**src/design/kmp_pkg.sv**
```systemverilog
`timescale 1ns / 1ps

package kmp_pkg;

  localparam int MaxPattern = 64;
  localparam int PidxW      = (MaxPattern > 1) ? $clog2(MaxPattern) : 1;
  localparam int LenW       = $clog2(MaxPattern + 1);
  localparam int PosW       = 32;

  typedef enum logic [1:0] {
    OP_CLEAR  = 2'd0,
    OP_APPEND = 2'd1,
    OP_TEXT   = 2'd2,
    OP_NOP    = 2'd3
  } op_e;

  typedef enum logic [1:0] {
    ST_MATCH    = 2'd0,
    ST_NOMATCH  = 2'd1,
    ST_OVERFLOW = 2'd2
  } status_e;

  typedef struct packed {
    logic            done;
    logic [LenW-1:0] next_j;
  } cmp_res_t;

endpackage

```
**src/design/kmp_cmp.sv**
```systemverilog
`timescale 1ns / 1ps

module kmp_cmp import kmp_pkg::*; (
  input  logic [LenW-1:0] j_i,
  input  logic [7:0]      pat_byte_i,
  input  logic [7:0]      char_i,
  input  logic [LenW-1:0] fail_link_i,
  output cmp_res_t        res_o
);

  logic hit;
  logic at_root;

  assign hit     = (pat_byte_i == char_i);
  assign at_root = (j_i == '0);

  always_comb begin
    res_o.done   = hit || at_root;
    // mismatch at the root falls to -1, which plus one is zero
    if (hit) begin
      res_o.next_j = j_i + LenW'(1);
    end else if (at_root) begin
      res_o.next_j = '0;
    end else begin
      res_o.next_j = fail_link_i;
    end
  end

endmodule

```
**config.mk**
```make
export PLATFORM = sky130hd
export DESIGN_NAME = kmp_cmp
export DESIGN_NICKNAME = d
export VERILOG_FILES = /design/src/design/kmp_pkg.sv /design/src/design/kmp_cmp.sv
export SDC_FILE = /design/constraint.sdc
export NUM_CORES = 1
export LEC_CHECK = 0
export ABC_AREA = 1
export BUFFER_PORTS_ARGS = -buffer_cell sky130_fd_sc_hd__buf_4
export CORE_AREA = 2 2 39 41
export DETAILED_ROUTE_END_ITERATION = 8
export DIE_AREA = 0 0 41 43
export GPL_TIMING_DRIVEN = 1
export PLACE_DENSITY_LB_ADDON = 0.2
export SLEW_MARGIN = 20
export SYNTH_ARGS = -nofsm -noshare
export SYNTH_HDL_FRONTEND = slang
export SYNTH_SLANG_ARGS = --single-unit
```
**constraint.sdc**
```tcl
create_clock -name vclk -period 0.9
set_input_delay 0.045 -clock vclk [all_inputs]
set_output_delay 0.045 -clock vclk [all_outputs]
set_load 0.05 [all_outputs]
```
Yosys cells after proc, flatten, opt, wreduce, memory -nomap -nowiden
Index checks and enable logic that the tools add are counted.

operators by class
  eq/ne operators = 1
  muxes and demuxes = 2
  reduce and logical (&&, ||, !) cells = 2
  add/subtract/negate cells = 1

operator list
  cell                                                            number
  7-bit 2-to-1 mux                                                2
  8-bit equality test                                             1
  7-bit by 1-bit adder with 7-bit output (second input constant)  1
  7-bit logical NOT                                               1
  1-bit logical OR                                                1

storage, ports and cells
  register bits = 0
  input bits = 30
  output and inout bits = 8
  word-level logic and storage cells = 6

Depth between registers and ports, before layout
  word-level depth = 3
  depth in mapped cells = 8
  mapped depth without buffers = 8

Worst setup path before layout
OpenSTA, ideal clock, no wires.

  path kind = input to output
  from = input j_i[0]
  to = output res_o[6] in the netlist's numbering
  stages on the path = 7
  arrival = 0.938 ns
  buffers on the path = 0
  required time = 0.855 ns
  setup slack = -0.083 ns
  path through = ha_1 > nand3_1 > nor2_1 > nand2_1 > nand2_1 > nand3_1 > nand2_1

RTL lines
  what             line          source
  start, declared  kmp_cmp.sv:4  input logic [LenW-1:0] j_i,
  end, declared    kmp_cmp.sv:8  output cmp_res_t res_o

==> impl_metrics.toml <==
[outcome]
outcome = "finished with violations"
violations = "setup timing"

[drt]
drc = 0
wl_per_cell_microns = 10.1
drt-total-wl_microns = 1570
ant_nets = 0
routed_via_density = 4.45
num_vias = 694
dr.pass1.iters = 4
drtIter0Drc = 2

[floorplanning]
chipWidth_microns = 41
die_height_microns = 43
rows = 14
floorplan.initialDensity = 0.336
ios = 38
dieArea_sq_mm = 0.00176
core_area_sq_mm = 0.00138

[finish]
drive_gt1_frac = 0.600
nClkBuffers = 0
final_cell_mix = "nand2_1, buf_4, inv_1, nand2_2, buf_6"
areaGrowthSynthToFinish_pct = 131
fill_cells = 99
final_common_cell = "nand2_1"
diodes = 0
seq_cell_count = 0
nNetsFinal = 174
seq_area_sq_um = 0

[place]
dp_hpwl_microns = 1090
dp_worst_setup_slack_ns = -0.172
place_congestion = 0.765
io_buffers = 38

[setup_path]
crit_type = "input pin to primary output"
critPathArrivalTime_ns = 1.02
cp_common_cell = "nand2_2"
worst-path-buf-inv = 3
path_cells = "buf_4, inv_2, nand2_2, nand2_2, nand2_4, nor2_4, nand3_2, nand2_2, buf_8"
crit_family = "simple AND/OR/NAND/NOR gates"
worstPathMaxFanout = 7
cp-start-kind = "input pin"
crit_required_ns = 0.85
worst_path_max_delay_cell = "nor2_4"
slowest_delay_ns = 0.25
worstSetupEndpointType = "primary output"

[logic_synthesis]
syn_area_sq_um = 465
avgSynthCellArea_sq_um = 4.80
synth_area_leader_cell = "nand2_1"
syn_inst = 97
yosysSeqAreaShare = 0
syn-num-nets = 129
yosys_warnings = 0
ys_types = 13
yosys.area.top_type_share = 0.379
synthTopCellsByArea = "nand2_1, inv_1, nand3_1, xnor2_1, ha_1"

[global_route]
grt_pass1_wl_microns = 2440
grt.overflow.total = 0
antenna_found_initial = 0
grt_pass1_vias = 699
grt_usage = 0.187
grt_max_degree = 9

[cts]
post_cts.repair.setup_buffers = 0
ctsHoldBuffers = 0

[timing]
maxSlewHeadroom = 0.826
setup_viol = 8
hold_violations = 0
slew_viol_final = 0
holdWs_ns = 0.509
finalCriticalPeriod_ns = 1.06
max_freq_mhz = 943
min_period_over_period = 1.18
rsz0062_at_grt = "true"
fin_ws_ns = -0.161
worstMarginPinSlew_ns = 0.260

[power]
vdd_drop_max_mv = 0.229
p_leak_nw = 0.607
power.density_mw_per_mm2 = 484
power_uw = 521

[worst_hold_path]
min_path_type = "input pin to primary output"

[job]
cap_violations = 0
[per-layer routing]
| layer | up-vias | share of wire | GRT usage |
|---|---|---|---|
| met5 | - | 0 | 0 |
| met4 | 0 | 0 | 0 |
| met3 | 0 | 0.045 | 0 |
| met2 | 19 | 0.63 | 0.406 |
| met1 | 304 | 0.32 | 0.180 |
| li1 | 371 | - | - |
[layout make-up]
type	instances	area [sq um]	area share
Inverter	21	78.8	0.0733
Multi-Input combinational cell	76	549	0.510
Tap cell	16	20.0	0.0186
Timing Repair Buffer	43	428	0.398
[tightest hold or removal path, cell delays in order]
cell and delay [ns]:
buf_4 0.07, nand2_1 0.04, inv_1 0.04, nand2_1 0.06, nand2_2 0.06, buf_8 0.14
[power breakdown]
part	total, mW	internal, mW	leakage [nW]	switching (mW)
clock network	0	0	0	0
registers	0	0	0	0
logic	0.521	0.264	0.607	0.257
total	0.521	0.264	0.607	0.257
[per-stage QoR]
stage / utilization / TNS (ns) / cell area [sq um] / instances
floorplan: - / 0 / 483 / 97
global placement: 0.597 / -1.03 / 826 / 156
detailed placement: 0.597 / -1.29 / 826 / 156
CTS: 0.692 / -1.05 / 957 / 156
global route: 0.778 / -1.62 / 1080 / 156
finish: 0.778 / -1.13 / 1080 / 156
[final timing paths]
| check | cells past startpoint | slack (ns) | end | start |
|---|---|---|---|---|
| setup / recovery | 9 | -0.16 | res_o[1] | pat_byte_i[7] |
| hold / removal | 6 | 0.51 | res_o[1] | fail_link_i[1] |
[cell families (layout without fill, tap and decap cells)]
group,count (synthesis),count (layout),share of synthesized area
adder cells (fa/ha/maj),2,2,0.0538
XOR/XNOR,6,6,0.113
AND/OR/NAND/NOR,66,66,0.642
AO/OA/AOI/OAI,2,2,0.0215
buffers and inverters,21,64,0.169
[synthesized netlist by cell type, drive strengths merged]
cell type,number
nand3,10
xor2,1
nor3,1
o21ai,2
nand2,48
inv,21
nor2,7
ha,2
xnor2,5
[repair_timing]
action,in CTS,in global routing
pin swaps,13,23
setup endpoints to repair,8,8
resized for setup,31,32
Note: power is estimated with default switching activity, not from simulation.
