==> config.mk <==
export PLATFORM = sky130hd
export DESIGN_NAME = kmp_ram
export DESIGN_NICKNAME = d
export VERILOG_FILES = /design/src/design/kmp_ram.sv
export SDC_FILE = /design/constraint.sdc
export NUM_CORES = 1
export LEC_CHECK = 0
export BUFFER_PORTS_ARGS = -buffer_cell sky130_fd_sc_hd__buf_4
export CORE_MARGIN = 4
export CORE_UTILIZATION = 45
export CTS_CLUSTER_DIAMETER = 150
export DETAILED_ROUTE_END_ITERATION = 12
export MAX_ROUTING_LAYER = met4
export PLACE_DENSITY_LB_ADDON = 0.2
export REMOVE_ABC_BUFFERS = 1
export SLEW_MARGIN = 20
export SYNTH_ARGS = -nofsm -noshare
export SYNTH_HDL_FRONTEND = slang
export SYNTH_SLANG_ARGS = --single-unit
==> constraint.sdc <==
create_clock -name clk_i -period 1.8 [get_ports clk_i]
set_input_delay 0.09 -clock clk_i [delete_from_list [all_inputs] [get_ports clk_i]]
set_output_delay 0.09 -clock clk_i [all_outputs]
set_load 0.02 [all_outputs]
==> src/design/kmp_ram.sv <==
`timescale 1ns / 1ps

module kmp_ram #(
  parameter int Width = 8,
  parameter int Depth = 64,
  localparam int AddrW = (Depth > 1) ? $clog2(Depth) : 1
) (
  input  logic             clk_i,
  input  logic             we_i,
  input  logic [AddrW-1:0] waddr_i,
  input  logic [Width-1:0] wdata_i,
  input  logic [AddrW-1:0] raddr_i,
  output logic [Width-1:0] rdata_o
);

  logic [Width-1:0] mem_q [Depth];
  logic [Width-1:0] rdata_q;

  always_ff @(posedge clk_i) begin
    if (we_i) begin
      mem_q[waddr_i] <= wdata_i;
    end
    rdata_q <= mem_q[raddr_i];
  end

  assign rdata_o = rdata_q;

endmodule

---- Yosys cells after proc, flatten, opt, wreduce, memory -nomap -nowiden ----
Memory sizes are Yosys's and may differ from the RTL's. A register that Yosys moved wholly into a read port is not among the register bits.
Index checks and enable logic that the tools add are counted.
W data, S select, Z words.
storage, ports and cells
  bits in registers ....................... 0
  memory bits (writable) .................. 512
  bits of input ports ..................... 22
  output and inout port bits .............. 8
  logic and storage cells ................. 3
  memories kept ........................... 1
cells by class
  muxes and demuxes ....................... 2
memory list
  memory  depth  width  rd ports  clocked after Yosys merged registers in  wr ports  line  source
  mem_q   64     8      1         1                                        1         16    logic [Width-1:0] mem_q [Depth];
operator list
  kind     number
  $mux W1  2

---- Longest topological paths before layout ----
  depth in word-level cells ............... 2
  depth in mapped cells ................... 9
  gate-level depth less buffers ........... 5

---- Least setup slack after synthesis ----
OpenSTA, ideal clock, no wires.
  path type ............................... input-to-reg
  from .................................... input raddr_i[1]
  to ...................................... register rdata_q[3] (netlist: rdata_o[3]) (read register of mem_q)
  library setup time ...................... 128 ps
  data arrival time ....................... 1630 ps
  required time ........................... 1672 ps
  setup slack ............................. 42 ps
  stages .................................. 7
  path buffers ............................ 3
  path through ............................ buf_4 buf_2 buf_2 mux4_2 mux4_2 o21ai_1 o41ai_1
RTL lines
  what             line  source
  start, declared  12    input logic [AddrW-1:0] raddr_i,
  end, declared    17    logic [Width-1:0] rdata_q;

==> impl_metrics.csv <==
group,metric,value,unit
grt,grt_start_max_net_pins,65,
critical_path,start_kind,"flop",
power,p_per_area,1060,nW/µm²
drt,wirelength,47.4,mm
floorplanning,core_area,44200,µm²
job,drv_cap,0,
clock_network,max-clock-path-buffers,3,
placed_design,dp_hpwl,30.7,mm
power,power_frac_clock,41.4,%
timing,max_freq,534,MHz
placed_design,dp_cells,1658,
drt,antenna_left,0,
critical_path,setup.worst_path.end,"rdata_o[0]",
critical_path,criticalPathCategory,"flop to flop",
timing,rsz0062_at_grt,"true",
hold_path,hold_class,"primary input to flop",
critical_path,r2r-end,"rdata_o[0]",
timing,finalHoldViolations,0,
synth,syn-cell-area,20200,µm²
run_status,status,"complete, but fails checks",
critical_path,crit_path_end_kind,"flop",
synth,yosysSeqAreaShare,77.0,%
finish,drive_above_1_share,34.5,%
run_status,violations,"setup timing",
synth,netlist.area_leader.share,76.2,%
timing,setup_ws,-74.1,ps
synth,yosys-top-cells-area,"edfxtp_1, mux4_2, nor2_1",
clock_network,cts_tree,"done",
clock_network,cts_root_buf,"clkbuf_16",
grt,antenna_found_initial,0,
synth,synth_edf_count,512,
grt,grt_pass1_wl,71.2,mm
floorplanning,fp.dieH,220,µm
floorplanning,num_rows,77,
finish,instances_no_fill,1761,
drt,post_drt_wl_per_cell,26.9,µm
grt,grt.overflow.total,0,
clock_network,cts-htree-levels,2,
floorplanning,start_util,45.6,%
floorplanning,die_x,220,µm
timing,worstMarginPinSlew,702,ps
critical_path,critPathMaxFanout,1,
drt,drt_iter0_markers,1120,
synth,synth_cell_types,40,
synth,synth_cells,940,
synth,ys_seq_elements,520,
power,p_sw_share,20.8,%
timing,slew_headroom,53.2,%
drt,drc,0,
synth,synthMostInstantiatedCell,"edfxtp_1",
grt,grt_pass1_vias,10400,
finish,regArea,15500,µm²
drt,via_per_inst,5.72,
finish,nets,1148,
timing,timing.hold.ws,40.0,ps
drt,vias,10100,
finish,multiInputGateArea,4470,µm²
timing,finalCritPeriodShare,104,%
timing,finalSetupViolations,2,
timing,setup-tns-final,-122,ps
clock_network,cts_setup_buffers,0,
finish,area_growth,19.1,%
synth,synth_top_area_cell,"edfxtp_1",
timing,drv_slew,0,
synth,synth-main-ff-cell,"edfxtp_1",
critical_path,timing.rr.start,"mem_q[7][0]",
drt,dr.pass1.iters,7,
critical_path,reg2reg_slack,-70,ps
grt,grtUsageTotal,20.9,%
synth,yosys-top-cells-count,"edfxtp_1, mux4_2, nor2_1",
finish,antenna_cells,0,
synth,syn_area_per_cell,21.5,µm²
synth,synth_warnings,0,
synth,synthArstFlopShare,0,%
timing,worst_clock_skew,14.3,ps
placed_design,port_buffers,29,
placed_design,gp_congestion,0.812,
critical_path,crit_start,"mem_q[7][0]",
power,power,0.0255,W
floorplanning,io_pins,30,
clock_network,cts_sinks,520,
critical_path,arrival,2360,ps
clock_network,insertion_delay,590,ps
power,ir_drop,0.843,mV
power,p_seq_share,52.7,%
timing,timing.final.crit_period,1870,ps
clock_network,path_clk_slew,60,ps
finish,post-route-util,54.3,%
clock_network,numCtsBuffers,52,
power,internal-power,0.0202,W
critical_path,worst-endpoint-required,2280,ps
finish,fillers,3374,
power,comb_power_share,5.9,%
power,p_switching,0.00530,W
floorplanning,die-area,48300,µm²
critical_path,rr_worst_depth,5,
power,p_leak,7.79,nW
[worst max-delay path, stage by stage (launching register included)]
cell,delay [ps]
edfxtp_1,370
mux4_2,530
mux4_2,520
nor2_4,170
nor3_2,50
o2bb2ai_1,120
[logic make-up (layout without fill, tap and decap cells)]
| family | after synthesis | count (layout) | synth area share, % |
|---|---|---|---|
| simple gates | 153 | 153 | 3.39 |
| flops | 520 | 520 | 77.0 |
| compound gates | 54 | 54 | 2.07 |
| mux | 162 | 162 | 15.9 |
| buf+inv | 51 | 280 | 1.57 |
[how the worst min path moves through the flow]
stage / endpoint / cells past startpoint / slack (ps) / from
after floorplan: mem_q[0][0] / 0 / 190 / wdata_i[0]
after global placement: rdata_o[1] / 3 / 480 / raddr_i[5]
after detailed placement: rdata_o[3] / 2 / 480 / raddr_i[5]
after CTS: mem_q[49][0] / 3 / 10 / waddr_i[2]
after global routing: mem_q[49][0] / 3 / 50 / waddr_i[2]
final: mem_q[49][0] / 3 / 40 / waddr_i[2]
[cell type report]
cell class / instances / area share (%)
clock inverter: 29 / 0.990
tap: 592 / 3.08
timing repair buffer: 183 / 6.59
multi-input combinational: 369 / 18.6
sequential: 520 / 64.7
clock buffer: 68 / 6.01
[sequential cells by signal (all words and copies together) (netlist names)]
signal,flops
mem_q,512
rdata_o,8
[what timing repair did]
action / in CTS / in global routing
hold buffers: 6 / 0
resized for setup: 17 / 14
endpoints found under the setup margin: 8 / 8
endpoints found under the hold margin: 70 / 0
pin swaps: 4 / 5
[layer usage]
| metal | track usage, % | vias up | routed length (µm) |
|---|---|---|---|
| met1 | 29.9 | 5326 | 19800 |
| met2 | 32.3 | 370 | 23100 |
| met3 | 2.91 | 67 | 3380 |
| met5 | - | - | 0 |
| li1 | - | 4318 | - |
| met4 | 5.42 | 0 | 1090 |
[stage by stage]
stage | instance area (µm²) | worst slack (ps)
floorplan | 19900 | 116
global placement | 22100 | -390
detailed placement | 22100 | -375
CTS | 23900 | -48.6
global route | 24000 | -84.5
finish | 24000 | -74.1
[power by group through the flow]
| stage | sequential (W) | combinational, W | clock (W) |
|---|---|---|---|
| after floorplan | 0.0137 | 0.000519 | 0 |
| after CTS | 0.0135 | 0.00151 | 0.0108 |
| after global placement | 0.0137 | 0.00146 | 0 |
| after global routing | 0.0135 | 0.00162 | 0.0113 |
| after detailed placement | 0.0137 | 0.00148 | 0 |
| final | 0.0135 | 0.00151 | 0.0106 |
[placed cells by master (no fill, tap or decap), drive strengths merged, types with 7 or more instances in the layout]
cell,netlist,layout
nand2b,7,7
nor2b,14,14
edfxtp,512,512
mux4,126,126
mux2,13,13
dfxtp,8,8
o22ai,8,8
o221ai,8,8
nand3,13,13
clkinv,0,24
clkbuf,17,69
mux2i,23,23
nor3,7,7
nor2,83,83
nand2,19,19
buf,34,176
No activity file was read; power rests on OpenSTA's default activity.
